==> src/design/bf3_pkg.sv <==
`timescale 1ns / 1ps
`default_nettype none

package bf3_pkg;

  localparam int MAX_SIDE    = 32;
  localparam int SIDE_MIN    = 2;
  localparam int SIDE_RESET  = 8;
  localparam int SIDE_W      = 6;
  localparam int POS_W       = $clog2(MAX_SIDE);
  localparam int PIX_W       = 8;
  localparam int NUM_SLOTS   = 3;
  localparam int SLOT_W      = 2;
  localparam int STORE_DEPTH = NUM_SLOTS * MAX_SIDE;
  localparam int STORE_AW    = $clog2(STORE_DEPTH);

  // Neighborhood sum: up to nine pixels.
  localparam int SUM_MAX = 9 * ((1 << PIX_W) - 1);
  localparam int SUM_W   = $clog2(SUM_MAX + 1);

  // Reciprocal multiply, floor(sum * m >> 15) == sum / d for every sum <= SUM_MAX.
  localparam int RECIP_SHIFT = 15;
  localparam int RECIP_W     = 14;
  localparam int RECIP_DIV4  = (1 << RECIP_SHIFT) / 4;
  localparam int RECIP_DIV6  = (1 << RECIP_SHIFT) / 6 + 1;
  localparam int RECIP_DIV9  = (1 << RECIP_SHIFT) / 9 + 1;
  localparam int PROD_W      = SUM_W + RECIP_W;

  typedef enum logic [2:0] {
    ST_IDLE,
    ST_PICK,
    ST_READ,
    ST_LAST,
    ST_MUL,
    ST_OUT
  } state_e;

  typedef enum logic [1:0] {
    DIV_BY4,
    DIV_BY6,
    DIV_BY9
  } div_sel_e;

endpackage

`default_nettype wire

==> src/design/bf3_ram.sv <==
`timescale 1ns / 1ps
`default_nettype none

module bf3_ram #(
  parameter int WIDTH = 8,
  parameter int DEPTH = 96
) (
  input  wire logic                     clk_i,
  input  wire logic                     we_i,
  input  wire logic [$clog2(DEPTH)-1:0] waddr_i,
  input  wire logic [WIDTH-1:0]         wdata_i,
  input  wire logic                     re_i,
  input  wire logic [$clog2(DEPTH)-1:0] raddr_i,
  output logic      [WIDTH-1:0]         rdata_o
);

  logic [WIDTH-1:0] mem [DEPTH];

  always_ff @(posedge clk_i) begin
    if (we_i) begin
      mem[waddr_i] <= wdata_i;
    end
    if (re_i) begin
      rdata_o <= mem[raddr_i];
    end
  end

endmodule

`default_nettype wire

==> src/design/box_filter_3x3_edge_normalized_core.sv <==
// 3x3 box filter with edge normalization over a square 8-bit image of side
// image_side (2..32, written on the cfg channel; out-of-range values clamp, and
// any write restarts the image at row 0, column 0). Pixels enter one word at a
// time in raster order. Each output word is the truncated mean of the in-image
// part of a pixel's 3x3 neighborhood (divide by 4 at corners, 6 on edges, 9
// inside), tagged with its row and column. A pixel causes 0 to 4 output words,
// emitted as soon as their neighborhoods are complete; run_last_o marks the
// last word caused by one input word, and the pixels of the last row also emit
// the bottom row. Image rows live in one 96 x 8 single-read-port RAM, three
// row slots of 32 bytes. An input word that causes no output leaves the block
// idle; otherwise each output word passes through the states PICK, READ (n
// neighborhood reads through the single RAM read port, n = 4, 6 or 9), LAST,
// MUL and OUT, where it may wait for the output register to free up. Finished
// words sit in a one-word output register, so the input is stalled only while
// words of an earlier input are still being computed, or while a cfg write is
// offered; cfg is taken only when the block is idle and the output register is
// empty. Contents of the row RAM are undefined until written; every read
// within one complete image hits an entry written earlier in that image.
`timescale 1ns / 1ps
`default_nettype none

module box_filter_3x3_edge_normalized_core (
  input  wire logic                       clk_i,
  input  wire logic                       rst_ni,
  // configuration: image side
  input  wire logic                       cfg_valid_i,
  output logic                            cfg_ready_o,
  input  wire logic [bf3_pkg::SIDE_W-1:0] cfg_data_i,
  // input pixel stream
  input  wire logic                       in_valid_i,
  output logic                            in_stall_o,
  input  wire logic [bf3_pkg::PIX_W-1:0]  pixel_in_i,
  // smoothed pixel stream
  output logic                            out_valid_o,
  input  wire logic                       out_stall_i,
  output logic [bf3_pkg::PIX_W-1:0]       pixel_out_o,
  output logic [bf3_pkg::POS_W-1:0]       out_row_o,
  output logic [bf3_pkg::POS_W-1:0]       out_column_o,
  output logic                            run_last_o
);

  import bf3_pkg::*;

  // ---------------------------------------------------------------------------
  // Helpers
  // ---------------------------------------------------------------------------
  function automatic logic [STORE_AW-1:0] store_addr(input logic [SLOT_W-1:0] slot,
                                                     input logic [POS_W-1:0]  col);
    store_addr = STORE_AW'(slot) * STORE_AW'(MAX_SIDE) + STORE_AW'(col);
  endfunction

  // Slot of a row k rows above the row held in 'slot' (k = 0..2), mod 3.
  function automatic logic [SLOT_W-1:0] slot_back(input logic [SLOT_W-1:0] slot,
                                                  input logic [1:0]        k);
    logic [SLOT_W:0] t;
    t = {1'b0, slot} + (SLOT_W + 1)'(NUM_SLOTS) - {1'b0, k};
    if (t >= (SLOT_W + 1)'(NUM_SLOTS)) begin
      t = t - (SLOT_W + 1)'(NUM_SLOTS);
    end
    slot_back = t[SLOT_W-1:0];
  endfunction

  // ---------------------------------------------------------------------------
  // State
  // ---------------------------------------------------------------------------
  state_e               state_q, state_d;

  logic [SIDE_W-1:0]    side_q,   side_d;
  logic [POS_W-1:0]     in_row_q, in_row_d;
  logic [POS_W-1:0]     in_col_q, in_col_d;
  logic [SLOT_W-1:0]    in_slot_q, in_slot_d;

  // input word being worked on
  logic [POS_W-1:0]     cap_row_q, cap_col_q;
  logic [SLOT_W-1:0]    cap_slot_q;
  logic [3:0]           mask_q, mask_d;     // pending outputs, in emit order

  // output word being worked on
  logic [POS_W-1:0]     ctr_row_q, ctr_col_q;
  logic [POS_W-1:0]     rhi_q, clo_q, chi_q;
  logic [POS_W-1:0]     rd_row_q, rd_col_q;
  logic                 rd_vld_q;
  div_sel_e             div_sel_q;
  logic                 last_flag_q;
  logic [SUM_W-1:0]     sum_q, sum_d;
  logic [PROD_W-1:0]    prod_q;

  // output register
  logic                 out_vld_q;
  logic [PIX_W-1:0]     out_pix_q;
  logic [POS_W-1:0]     out_row_q, out_col_q;
  logic                 out_last_q;
  logic                 out_load;

  logic [POS_W-1:0]     side_last;
  logic                 in_acc, out_acc, cfg_acc;
  logic                 ram_we, ram_re;
  logic [PIX_W-1:0]     ram_rdata;
  logic [STORE_AW-1:0]  ram_raddr;

  assign side_last = POS_W'(side_q - SIDE_W'(1));
  assign in_acc    = in_valid_i  && !in_stall_o;
  assign out_acc   = out_valid_o && !out_stall_i;
  assign cfg_acc   = cfg_valid_i && cfg_ready_o;
  // finished word moves into the output register when it is free or draining
  assign out_load  = (state_q == ST_OUT) && (!out_vld_q || out_acc);

  // ---------------------------------------------------------------------------
  // Row store
  // ---------------------------------------------------------------------------
  assign ram_raddr = store_addr(slot_back(cap_slot_q, 2'(cap_row_q - rd_row_q)), rd_col_q);

  bf3_ram #(
    .WIDTH (PIX_W),
    .DEPTH (STORE_DEPTH)
  ) u_rows (
    .clk_i   (clk_i),
    .we_i    (ram_we),
    .waddr_i (store_addr(in_slot_q, in_col_q)),
    .wdata_i (pixel_in_i),
    .re_i    (ram_re),
    .raddr_i (ram_raddr),
    .rdata_o (ram_rdata)
  );

  // ---------------------------------------------------------------------------
  // Raster position and side register
  // ---------------------------------------------------------------------------
  always_comb begin
    side_d    = side_q;
    in_row_d  = in_row_q;
    in_col_d  = in_col_q;
    in_slot_d = in_slot_q;
    priority if (cfg_acc) begin
      if (cfg_data_i < SIDE_W'(SIDE_MIN)) begin
        side_d = SIDE_W'(SIDE_MIN);
      end else if (cfg_data_i > SIDE_W'(MAX_SIDE)) begin
        side_d = SIDE_W'(MAX_SIDE);
      end else begin
        side_d = cfg_data_i;
      end
      in_row_d  = '0;
      in_col_d  = '0;
      in_slot_d = '0;
    end else if (in_acc) begin
      if (in_col_q == side_last) begin
        in_col_d = '0;
        if (in_row_q == side_last) begin
          in_row_d  = '0;
          in_slot_d = '0;
        end else begin
          in_row_d  = in_row_q + POS_W'(1);
          in_slot_d = (in_slot_q == SLOT_W'(NUM_SLOTS - 1)) ? '0 : in_slot_q + SLOT_W'(1);
        end
      end else begin
        in_col_d = in_col_q + POS_W'(1);
      end
    end
  end

  // Outputs caused by the input at (r, c), in emit order:
  //   bit 0 (r-1, c-1), bit 1 (r-1, c), bit 2 (r, c-1), bit 3 (r, c).
  logic [3:0] new_mask;
  always_comb begin
    new_mask[0] = (in_row_q != '0) && (in_col_q != '0);
    new_mask[1] = (in_row_q != '0) && (in_col_q == side_last);
    new_mask[2] = (in_row_q == side_last) && (in_col_q != '0);
    new_mask[3] = (in_row_q == side_last) && (in_col_q == side_last);
  end

  // ---------------------------------------------------------------------------
  // Pick next output: center, clipped bounds, divisor
  // ---------------------------------------------------------------------------
  logic [3:0]       pick_bit;
  logic [POS_W-1:0] pick_row, pick_col;
  logic [POS_W-1:0] pick_rlo, pick_rhi, pick_clo, pick_chi;
  logic             pick_r3, pick_c3;
  div_sel_e         pick_div;

  always_comb begin
    pick_bit = mask_q & (~mask_q + 4'd1);
    pick_row = (pick_bit[0] || pick_bit[1]) ? cap_row_q - POS_W'(1) : cap_row_q;
    pick_col = (pick_bit[0] || pick_bit[2]) ? cap_col_q - POS_W'(1) : cap_col_q;
    pick_rlo = (pick_row != '0)        ? pick_row - POS_W'(1) : pick_row;
    pick_rhi = (pick_row != side_last) ? pick_row + POS_W'(1) : pick_row;
    pick_clo = (pick_col != '0)        ? pick_col - POS_W'(1) : pick_col;
    pick_chi = (pick_col != side_last) ? pick_col + POS_W'(1) : pick_col;
    pick_r3  = (pick_rhi - pick_rlo) == POS_W'(2);
    pick_c3  = (pick_chi - pick_clo) == POS_W'(2);
    if (pick_r3 && pick_c3) begin
      pick_div = DIV_BY9;
    end else if (pick_r3 || pick_c3) begin
      pick_div = DIV_BY6;
    end else begin
      pick_div = DIV_BY4;
    end
  end

  logic read_done;
  assign read_done = (rd_row_q == rhi_q) && (rd_col_q == chi_q);

  // ---------------------------------------------------------------------------
  // Sequencer: next state
  // ---------------------------------------------------------------------------
  always_comb begin
    state_d = state_q;
    unique case (state_q)
      ST_IDLE: begin
        if (in_acc && (new_mask != '0)) begin
          state_d = ST_PICK;
        end
      end
      ST_PICK: state_d = ST_READ;
      ST_READ: begin
        if (read_done) begin
          state_d = ST_LAST;
        end
      end
      ST_LAST: state_d = ST_MUL;
      ST_MUL:  state_d = ST_OUT;
      ST_OUT: begin
        if (out_load) begin
          state_d = (mask_q != '0) ? ST_PICK : ST_IDLE;
        end
      end
      default: state_d = ST_IDLE;
    endcase
  end

  // ---------------------------------------------------------------------------
  // Sequencer: outputs
  // ---------------------------------------------------------------------------
  always_comb begin
    in_stall_o  = (state_q != ST_IDLE) || cfg_valid_i;
    cfg_ready_o = (state_q == ST_IDLE) && !out_vld_q;
    out_valid_o = out_vld_q;
    ram_we      = in_acc;
    ram_re      = (state_q == ST_READ);
  end

  // pending mask: load on accept, drop the picked output at pick time
  always_comb begin
    mask_d = mask_q;
    if (in_acc) begin
      mask_d = new_mask;
    end else if (state_q == ST_PICK) begin
      mask_d = mask_q & ~pick_bit;
    end
  end

  // accumulate read data in the cycle after each read issue
  always_comb begin
    if (state_q == ST_PICK) begin
      sum_d = '0;
    end else if (rd_vld_q) begin
      sum_d = sum_q + SUM_W'(ram_rdata);
    end else begin
      sum_d = sum_q;
    end
  end

  logic [RECIP_W-1:0] recip;
  always_comb begin
    unique case (div_sel_q)
      DIV_BY4: recip = RECIP_W'(RECIP_DIV4);
      DIV_BY6: recip = RECIP_W'(RECIP_DIV6);
      DIV_BY9: recip = RECIP_W'(RECIP_DIV9);
      default: recip = RECIP_W'(RECIP_DIV4);
    endcase
  end

  assign pixel_out_o  = out_pix_q;
  assign out_row_o    = out_row_q;
  assign out_column_o = out_col_q;
  assign run_last_o   = out_last_q;

  // ---------------------------------------------------------------------------
  // Registers
  // ---------------------------------------------------------------------------
  always_ff @(posedge clk_i or negedge rst_ni) begin
    if (!rst_ni) begin
      state_q   <= ST_IDLE;
      side_q    <= SIDE_W'(SIDE_RESET);
      in_row_q  <= '0;
      in_col_q  <= '0;
      in_slot_q <= '0;
      mask_q    <= '0;
      rd_vld_q  <= 1'b0;
      out_vld_q <= 1'b0;
    end else begin
      state_q   <= state_d;
      side_q    <= side_d;
      in_row_q  <= in_row_d;
      in_col_q  <= in_col_d;
      in_slot_q <= in_slot_d;
      mask_q    <= mask_d;
      rd_vld_q  <= ram_re;
      out_vld_q <= out_load || (out_vld_q && !out_acc);
    end
  end

  always_ff @(posedge clk_i) begin
    sum_q <= sum_d;
    if (in_acc) begin
      cap_row_q  <= in_row_q;
      cap_col_q  <= in_col_q;
      cap_slot_q <= in_slot_q;
    end
    if (state_q == ST_PICK) begin
      ctr_row_q   <= pick_row;
      ctr_col_q   <= pick_col;
      rhi_q       <= pick_rhi;
      clo_q       <= pick_clo;
      chi_q       <= pick_chi;
      rd_row_q    <= pick_rlo;
      rd_col_q    <= pick_clo;
      div_sel_q   <= pick_div;
      last_flag_q <= (mask_q & ~pick_bit) == '0;
    end else if (state_q == ST_READ) begin
      if (rd_col_q == chi_q) begin
        rd_col_q <= clo_q;
        rd_row_q <= rd_row_q + POS_W'(1);
      end else begin
        rd_col_q <= rd_col_q + POS_W'(1);
      end
    end
    if (state_q == ST_MUL) begin
      prod_q <= PROD_W'(sum_q) * PROD_W'(recip);
    end
    if (out_load) begin
      out_pix_q  <= prod_q[RECIP_SHIFT +: PIX_W];
      out_row_q  <= ctr_row_q;
      out_col_q  <= ctr_col_q;
      out_last_q <= last_flag_q;
    end
  end

  // ---------------------------------------------------------------------------
  // Assertions
  // ---------------------------------------------------------------------------
  a_pos_in_image: assert property (@(posedge clk_i) disable iff (!rst_ni)
    ({1'b0, in_col_q} < side_q) && ({1'b0, in_row_q} < side_q))
    else $error("raster position outside image");

  a_sum_bound: assert property (@(posedge clk_i) disable iff (!rst_ni)
    (state_q == ST_MUL) |-> (sum_q <= SUM_W'(SUM_MAX)))
    else $error("neighborhood sum out of range");

  a_last_ends_run: assert property (@(posedge clk_i) disable iff (!rst_ni)
    (out_load && last_flag_q) |=> (state_q == ST_IDLE))
    else $error("run did not end after last word");

  a_more_continues: assert property (@(posedge clk_i) disable iff (!rst_ni)
    (out_load && !last_flag_q) |=> (state_q == ST_PICK))
    else $error("run ended before last word");

  a_out_in_image: assert property (@(posedge clk_i) disable iff (!rst_ni)
    out_valid_o |-> (({1'b0, out_row_o} < side_q) && ({1'b0, out_column_o} < side_q)))
    else $error("output position outside image");

  a_out_hold: assert property (@(posedge clk_i) disable iff (!rst_ni)
    (out_valid_o && out_stall_i) |=> (out_valid_o && $stable(pixel_out_o) &&
      $stable(out_row_o) && $stable(out_column_o) && $stable(run_last_o)))
    else $error("stalled output word changed");

endmodule

`default_nettype wire
==> config.mk <==
export PLATFORM = sky130hd
export DESIGN_NAME = box_filter_3x3_edge_normalized_core
export DESIGN_NICKNAME = d
export VERILOG_FILES = /design/src/design/bf3_pkg.sv /design/src/design/bf3_ram.sv /design/src/design/box_filter_3x3_edge_normalized_core.sv
export SDC_FILE = /design/constraint.sdc
export NUM_CORES = 1
export LEC_CHECK = 0
export BUFFER_PORTS_ARGS = -buffer_cell sky130_fd_sc_hd__buf_2
export CORE_MARGIN = 2
export CORE_UTILIZATION = 58
export CTS_BUF_LIST = sky130_fd_sc_hd__clkbuf_16
export CTS_CLUSTER_DIAMETER = 200
export DETAILED_ROUTE_END_ITERATION = 8
export HOLD_SLACK_MARGIN = 0.03
export PLACE_DENSITY = 0.73
export SYNTH_ARGS = -nofsm -noshare
export SYNTH_HDL_FRONTEND = slang
export SYNTH_SLANG_ARGS = --single-unit
==> constraint.sdc <==
create_clock -name clk_i -period 11.65 [get_ports clk_i]
set_input_delay 0.5825 -clock clk_i [delete_from_list [all_inputs] [get_ports clk_i]]
set_output_delay 0.5825 -clock clk_i [all_outputs]
set_load 0.005 [all_outputs]
Word-level counts from Yosys, hierarchy flattened:

Memory sizes are Yosys's and may differ from the RTL's. A register that Yosys moved wholly into a read port is not among the register bits.
Cells that the tools add are included.
W data, S select, Z words.

* input port bits: 19
* latch bits: 0
* logic and storage cells: 154
* bits in registers: 130
* memories kept: 1
* ROM bits: 0
* output and inout bits: 22
* RAM bits: 768

Memory list
* u_rows.mem: depth 96, width 8, read ports 1, clocked after Yosys merged registers in 1, wr ports 1, RTL line bf3_ram.sv:17 `logic [WIDTH-1:0] mem [DEPTH];`

* div/mod/pow operators: 0
* $add $sub $neg: 22
* shifts and indexed selects: 0
* reductions and logical operators: 40
* bitwise logic cells: 4
* $mul: 1
* equal/unequal tests: 19
* magnitude comparators: 3
* mux-type cells: 38

Operators by type and width (number)
* $mux W5: 21
* $add A5 B1 Y5 const B: 6
* $pmux W14 S2: 1
* $sub A5 B1 Y5 const B: 5
* $mul A12 B14 Y23: 1
* $eq A5 B5 Y1: 4
* $reduce_bool A5 Y1: 4
* $pmux W3 S6: 1
* $add A7 B5 Y7: 2
* $logic_and A1 B1 Y1: 13
* $add A12 B8 Y12: 1
* $mux W2: 6
* $eq A5 B2 Y1 const B: 2
* $ne A5 B5 Y1: 2
* $reduce_bool A2 Y1: 5
* $sub A5 B5 Y5: 2
* $mux W3: 3
* $and A4 B4 Y4: 2
* $mux W4: 2
* $not A4 Y4: 2
* $reduce_bool A4 Y1: 2
* $eq A3 B2 Y1 const B: 2
* $eq A3 B3 Y1 const B: 2
* $gt A6 B6 Y1 const B: 1
* 21 further kinds: 35

Logic depth before layout (Yosys ltp):

Gate-level depths: netlist (run 1).

* depth in word-level cells: 11
* gate-level depth with buffers: 23
* depth with buffers taken out: 22

Cells and area by module:

Synthesis (run 1) repeated with hierarchy kept, for this count alone.

* cell total of the unflattened synthesis: 2399
* area, all modules: 40146.0 µm²

Modules (own cells, without submodules)
* bf3_ram: cells each 1437, area each 30147.7 µm², instances 1, sequential area each 23302.3 µm²
* box_filter_3x3_edge_normalized_core: cells each 962, area each 9998.3 µm², instances 1, sequential area each 3204.3 µm²

Worst setup path before layout (run 1):

No wires, ideal clock.

* path type: register -> register
* start: register div_sel_q[1]
* end: register prod_q[21] (data pin)
* stages on the path, launching flop included: 20
* data required time: 11.392 ns
* arrival: 5.009 ns
* setup time: 0.258 ns
* path buffers: 2
* slack: 6.382 ns
* cell sequence: edfxtp_1 -> ha_1 -> clkbuf_1 -> clkbuf_1 -> and2_1 -> fa_1 -> fa_1 -> inv_1 -> fa_1 -> inv_1 -> fa_1 -> fa_1 -> ha_1 -> nand3_1 -> nor2b_1 -> a21oi_1 -> a31oi_1 -> a21o_1 -> a21oi_1 -> xnor2_1

* cells in the longest elaborated chain, start to end: 3
* elaborated cells between the ends (all ways): 4
* those cells by class: mul: 1; eq/ne: 2; mux: 1

RTL lines
* from (decl): RTL line box_filter_3x3_edge_normalized_core.sv:83 `div_sel_e div_sel_q;`
* from (signal assigned): RTL line box_filter_3x3_edge_normalized_core.sv:317 `div_sel_q <= pick_div;`
* $eq A2 B2 Y1 / $eq A2 B1 Y1 (equally long branches): RTL line box_filter_3x3_edge_normalized_core.sv:264 `unique case (div_sel_q)`
* $pmux W14 S2 (*): RTL line box_filter_3x3_edge_normalized_core.sv:264
* $mul A12 B14 Y23 (*): RTL line box_filter_3x3_edge_normalized_core.sv:328 `prod_q <= PROD_W'(sum_q) * PROD_W'(recip);`
* to (signal assigned): RTL line box_filter_3x3_edge_normalized_core.sv:328
* to (decl): RTL line box_filter_3x3_edge_normalized_core.sv:86 `logic [PROD_W-1:0] prod_q;`

Every way passes the cells marked *; elsewhere a longest branch is shown, timed or not.
A chain may end at the register's enable or synchronous reset.

Worst setup path in the final report (run 1):

* start: register div_sel_q[0]
* end: register prod_q[21] (data pin)

Same word-level chain as after synthesis.

==> results of run 1 <==
Yosys cell counts, drive strengths merged, types with 17 or more instances:
cell    number
nor2b       20
xor2        29
dfrtp       25
buf         44
xnor2       52
mux4       248
fa          90
nor2       133
and2        26
nand2b      20
ha          96
edfxtp     853
o21ai       59
nand3       26
nand2       83
a21oi       27
inv        177
mux2i       17
clkbuf      48
power by group through the flow:
stage,Combinational (uW),Clock (uW),Sequential (uW)
floorplan,3830,0,3930
global placement,4910,0,4000
detailed placement,5060,0,4010
CTS,5090,2850,3940
global route,5570,2970,3960
finish,5020,2800,3940
routing by layer:
| metal | vias to the layer above | GRT usage, % |
|---|---|---|
| met4 | 0 | 6.605 |
| met1 | 10380 | 34.20 |
| li1 | 8566 | - |
| met5 | - | 0 |
| met3 | 117 | 3.312 |
| met2 | 697 | 38.70 |
cell families (layout without fill, tap and decap cells):
family	after synthesis	count (layout)	synth area share (%)
AOI/OAI and AO/OA	134	134	2.120
muxes	266	266	14.43
adders and majority gates	186	186	7.516
DFF	891	891	66.34
buffers and inverters	269	393	2.762
and+or+nand+nor	366	366	4.557
xor gates and xnor gates	88	88	2.267
area by class of cell:
type	count	share of cell area, %
clock buffers	89	5.081
repair buffers	57	0.8277
inverters	177	1.516
well taps	882	2.517
flip-flops and latches	891	60.47
clock inverters	70	1.436
multi-input cells	1040	28.16
state kept, by name, indices dropped and copies added (netlist names), 3 cells and up:
name / flops
state_q: 3
cap_row_q: 5
u_rows.mem: 768
sum_q: 12
clo_q: 5
rd_col_q: 5
rhi_q: 5
in_col_q: 5
ctr_row_q: 5
pixel_out_o: 8
out_column_o: 5
rd_row_q: 5
ctr_col_q: 5
mask_q: 4
prod_q: 8
side_q: 5
u_rows.rdata_o: 8
cap_col_q: 5
out_row_o: 5
in_row_q: 5
chi_q: 5
worst paths after layout:
| check | startpoint | endpoint | cells after the start |
|---|---|---|---|
| max | div_sel_q[0] | prod_q[21] | 20 |
| min | cfg_data_i[5] | side_q[1] | 2 |
| max reg2reg | div_sel_q[0] | prod_q[21] | 20 |
| min reg2reg | prod_q[21] | pixel_out_o[6] | 0 |
| max in group asynchronous | rst_ni | out_valid_o | 2 |
| min in group asynchronous | rst_ni | side_q[2] | 2 |
layout by cell type (no fill, tap or decap), types with 12 or more instances in the layout:
cell,count
nand2b_1,20
ha_1,96
o21ai_1,12
clkinv_2,12
clkbuf_16,89
a21oi_1,27
fa_1,90
clkinv_1,16
nor2_1,131
dfxtp_1,12
edfxtp_1,853
o21ai_0,44
mux2i_1,17
nand3_1,26
nor2b_1,19
inv_1,199
mux4_2,248
buf_2,32
and2_1,26
nand2_1,83
xnor2_1,51
xor2_1,28
buf_4,23
dfrtp_1,25
stage by stage:
step	instance area (sq um)	std cells	utilization [%]
floorplan	39950	2200	-
global placement	40970	3046	59.95
detailed placement	40970	3046	59.95
CTS	43840	3206	64.14
global route	43840	3206	64.14
finish	43840	3206	64.14
==> impl_metrics.yaml, run 1 <==
outcome:
  status: "finished, final reports clean"
yosys:
  synth_top_area_cell: "edfxtp_1"
  avgSynthCellArea_sq_um: 18.16
  yosysTopAreaCellShare_pct: 64.11
  synth_area_leaders: "edfxtp_1 64%, mux4_2 14%, fa_1 4.5%"
  netlist_area_sq_um: 39950
  synth_edf_count: 853
  ys_types: 72
  ys_warn_count: 0
  syn_inst: 2200
  synth_ff_type: "edfxtp_1"
  synth-seq-cells: 891
  synthArstFlopShare_pct: 2.918
  synth_nets: 2405
  ys_seq_area_share_pct: 66.34
worst_setup_path:
  max_stage_delay_ns: 0.54
  rrSetupSlack_ns: 5.93
  start_kind: "register"
  path_buf_inv: 4
  crit_fanout: 22
  crit_arrival_ns: 6.09
  slowest_stage: "ha_1"
  critPathKind: "reg -> reg"
  cp_top_family: "adder cells"
  endpoint_kind: "register"
  cp_common_cell: "fa_1"
  cp.required_ns: 12.02
  crit_chain: "inv_1, ha_1, nand2b_1, fa_1, inv_1, fa_1, fa_1, fa_1, inv_1, fa_1, inv_1, ha_1, nand2_1, a21oi_1, nor2b_1, a21oi_1, a31oi_1, a21o_1, a21oi_1, xnor2_1"
layout:
  fillers: 4556
  register_area_sq_um: 26510
  multi_input_area_sq_um: 12340
  nets: 2460
  antenna-diode-count: 0
  area_growth_syn_to_layout_pct: 9.721
  drive_above_1_share_pct: 19.32
global_route:
  grt-ovfl-total: 0
  globalRouteTotalUtil_pct: 23.74
  grt_pass1_wl_microns: 124800
  grt_antenna_before_repair: 0
  grt_pass1_vias: 20070
  grt_max_degree: 106
power_and_ir_drop:
  p_switching_uw: 4089
  power_density_nw_per_um2: 268.3
  p_int_uw: 7671
  seqPwrFrac_pct: 33.5
  p_leak_uw: 0.01518
  swShare_pct: 34.77
  power_uw: 11760
  combPwrFrac_pct: 42.7
  max-vdd-ir-drop_v: 0.0003707
  clkPwrFrac_pct: 23.8
route:
  drt-pass1-iter-count: 5
  drc: 0
  vias_per_cell: 6.163
  top_layer: "met4"
  wl_met1_microns: 34000
  wl_met3_microns: 5268
  drt_iter0_markers: 1958
  drt_wl_total_microns: 81830
  via_count: 19760
  wl_per_cell_microns: 25.52
  ant_nets: 0
  wl_met2_microns: 40650
placed_design:
  portBuffers: 40
  place_hpwl_microns: 51290
  gp_congestion: 0.8536
  dp_slack_ns: 5.885
die:
  core_sq_um: 68350
  rows: 96
  initial_core_util_pct: 58.46
  die_height_microns: 266.5
  die_w_microns: 266.5
  die_area_sq_um: 71000
  io_pins: 41
sta:
  tns_ns: 0
  clock.fmax_mhz: 174.8
  finalCriticalPeriod_ns: 5.721
  fin_ws_ns: 5.929
  slew-limit-headroom_pct: 22.10
  hold_viol: 0
  worst_pin_slew_ns: 1.161
  period_share_pct: 49.11
  rsz0062_at_grt: "no"
  setup_viol: 0
  holdWs_ns: 0.1722
  fin_worst_skew_ns: 0.03257
  slew_viol_final: 0
clocking:
  clkTransAtPathRegs_ns: 0.07
  cts_resized: 0
  cts_buffers: 88
  post-cts-setup-buffers: 0
  h-tree-depth: 3
  ctsRootBufferMaster: "clkbuf_16"
  cts_sinks: 891
  clock_latency_ns: 0.64
  ctsHoldBuffers: 1
  clockBufferDepth: 3
  tritoncts: "built"
min_path:
  hp-class: "in -> reg"
flow_run:
  maxCapViolCount: 0
(Power assumes the default switching activity.)
==> run 2: changes to the inputs <==
- ABC_AREA: default -> 1
- clock period: 11.65 -> 5.91 ns (I/O delays scaled with it)
==> run 2 against run 1 <==
Design area grew 2.1%. Non-clock buffer count is 27 higher. Combinational power increased by 120%. Register-to-register slack worse by 5.4 ns. Sequential power increased by 97%. Sequential share of layout area down 1.2 points. Largest power group unchanged. Highest routed layer unchanged.
==> impl_metrics.yaml, run 2 <==
global_route:
  grt-ovfl-total: 0
  globalRouteTotalUtil_pct: 27.48
  grt_antenna_before_repair: 0
  grt_pass1_vias: 27130
  grt_max_degree: 249
  grt_pass1_wl_microns: 155000
placed_design:
  portBuffers: 40
  placed_cell_area_sq_um: 41930
  gp_congestion: 0.8930
  place_hpwl_microns: 59980
yosys:
  synth_top_area_cell: "edfxtp_1"
  synth-seq-cells: 891
  syn_inst: 3467
  ys_types: 53
  synthArstFlopShare_pct: 2.918
  yosysMostFrequentCell: "edfxtp_1"
  ys_warn_count: 0
  netlist_area_sq_um: 40880
  synth_edf_count: 853
  synth_ff_type: "edfxtp_1"
  synthTopCellsByCount: "853 x edfxtp_1, 551 x nor2_1, 448 x o21ai_0"
  yosysTopAreaCellShare_pct: 62.66
  ys_seq_area_share_pct: 64.84
  synth_nets: 3672
  synth_area_leaders: "edfxtp_1 63%, o21ai_0 5.5%, nor2_1 5.1%"
  avgSynthCellArea_sq_um: 11.79
die:
  die_height_microns: 269.5
  rows: 97
  initial_core_util_pct: 58.48
  core_sq_um: 69910
  io_pins: 41
  die_w_microns: 269.5
  die_area_sq_um: 72620
flow_run:
  maxCapViolCount: 0
route:
  drt_iter0_markers: 3408
  via_count: 27310
  wl_per_cell_microns: 22.37
  wl_met3_microns: 8761
  drt-pass1-iter-count: 6
  drc: 0
  wl_met2_microns: 48580
  drt_wl_total_microns: 100000
  vias_per_cell: 6.106
  top_layer: "met4"
  wl_met1_microns: 39400
  ant_nets: 0
sta:
  slew_viol_final: 0
  fin_worst_skew_ns: 0.06522
  finalCriticalPeriod_ns: 5.372
  setup_viol: 0
  clock.fmax_mhz: 186.2
  slew-limit-headroom_pct: 14.45
  hold_viol: 0
  rsz0062_at_grt: "no"
  period_share_pct: 90.89
  worst_pin_slew_ns: 1.282
  tns_ns: 0
  holdWs_ns: 0.06344
layout:
  multi_input_area_sq_um: 12580
  mostFrequentLayoutCells: "853 x edfxtp_1, 550 x nor2_1, 448 x o21ai_0, 313 x nand2_1, 290 x inv_1"
  register_area_sq_um: 26510
  fin_area_sq_um: 44760
  reg_top3: "u_rows.mem: 768 flops, sum_q: 12 flops"
  layout_commonest_cell: "edfxtp_1"
  drive_above_1_share_pct: 7.218
  max_flop_register: "u_rows.mem"
  antenna-diode-count: 0
  nets: 3667
  fillers: 5275
  largest_reg_flops: 768
  area_growth_syn_to_layout_pct: 9.475
worst_setup_path:
  start_kind: "register"
  ff2ff_path_depth: 22
  r2r-start: "div_sel_q[1]"
  endpoint_kind: "register"
  worstReg2RegEnd: "prod_q[20]"
  crit_arrival_ns: 5.73
  cp.required_ns: 6.26
  rrSetupSlack_ns: 0.54
  critPathKind: "reg -> reg"
  crit_fanout: 12
min_path:
  hp-class: "in -> reg"
  hold_end: "u_rows.mem[48][6]"
  hp-start: "pixel_in_i[6]"
  hold_depth: 1
clocking:
  cts_buffers: 87
  ctsRootBufferMaster: "clkbuf_16"
  clock_latency_ns: 0.67
  h-tree-depth: 3
  clkTransAtPathRegs_ns: 0.06
  tritoncts: "built"
  cts_sinks: 891
  clockBufferDepth: 3
  post-cts-setup-buffers: 0
power_and_ir_drop:
  power_density_nw_per_um2: 538.6
  p_leak_uw: 0.01623
  max-vdd-ir-drop_v: 0.0008546
outcome:
  status: "finished, final reports clean"
## run 2: report_power, final
part	switching (uW)	internal, uW	total (uW)
Sequential	282	7470	7760
Clock	2410	2890	5300
Combinational	7540	3510	11000
Total	10200	13900	24100
## run 2: worst max-delay path by stage
| stage | startpoint | end | slack (ns) | cells after the start |
|---|---|---|---|---|
| global placement | div_sel_q[1] | prod_q[20] | 0.59 | 24 |
| CTS | div_sel_q[1] | prod_q[20] | 0.54 | 22 |
| global route | div_sel_q[1] | prod_q[20] | 0.10 | 22 |
| floorplan | div_sel_q[1] | prod_q[20] | 0.73 | 22 |
| finish | div_sel_q[1] | prod_q[20] | 0.54 | 22 |
| detailed placement | div_sel_q[1] | prod_q[20] | 0.54 | 22 |
## run 2: layer usage
| metal | track usage [%] | vias up |
|---|---|---|
| met3 | 3.990 | 227 |
| met4 | 10.09 | 0 |
| met2 | 45.44 | 1359 |
| met5 | 0 | - |
| li1 | - | 12320 |
| met1 | 37.41 | 13410 |
## run 2: layout make-up
cell class / count / area share, %
Sequential cell: 891 / 59.23
Multi-Input combinational cell: 2108 / 28.12
Clock buffer: 87 / 4.864
Tap cell: 940 / 2.628
Inverter: 290 / 2.463
Timing Repair Buffer: 84 / 1.448
Clock inverter: 73 / 1.252
## run 2: kinds of logic after synthesis
kind of cell | share of synthesized area, %
DFF | 64.84
AOI/OAI and AO/OA | 10.63
adders and majority gates | 7.345
and+or+nand+nor | 11.39
buffers and inverters | 4.410
xor gates and xnor gates | 1.393
## run 2: per-stage QoR
stage	util (%)	cells	power, uW	setup slack [ns]
6_report	64.02	4473	24100	0.5382
5_1_grt	64.02	4473	25690	0.1007
4_1_cts	64.02	4473	24020	0.5350
3_5_place_dp	59.98	4304	18710	0.5434
3_3_place_gp	59.98	4304	18360	0.5908
2_1_floorplan	-	3467	15450	0.7281
## run 2: worst max-delay path, cell delays in order (launching register included)
cell and delay (ns):
edfxtp_1 0.38, inv_1 0.07, ha_1 0.42, nand2_1 0.20
xor2_1 0.39, ha_1 0.21, nor2_1 0.06, fa_1 0.55
inv_1 0.05, fa_1 0.45, fa_1 0.49, inv_1 0.05
fa_1 0.47, inv_1 0.04, ha_1 0.30, a21oi_1 0.20
o21ai_0 0.15, a21oi_1 0.14, nand2_1 0.10, nand2_1 0.07
nand2_1 0.07, a21oi_1 0.17, xor2_1 0.09
## run 2: what timing repair did
action,in CTS,in global routing
gates resized for setup,0,0
hold buffers,9,0
setup endpoints to repair,0,0
hold endpoints to repair,31,0
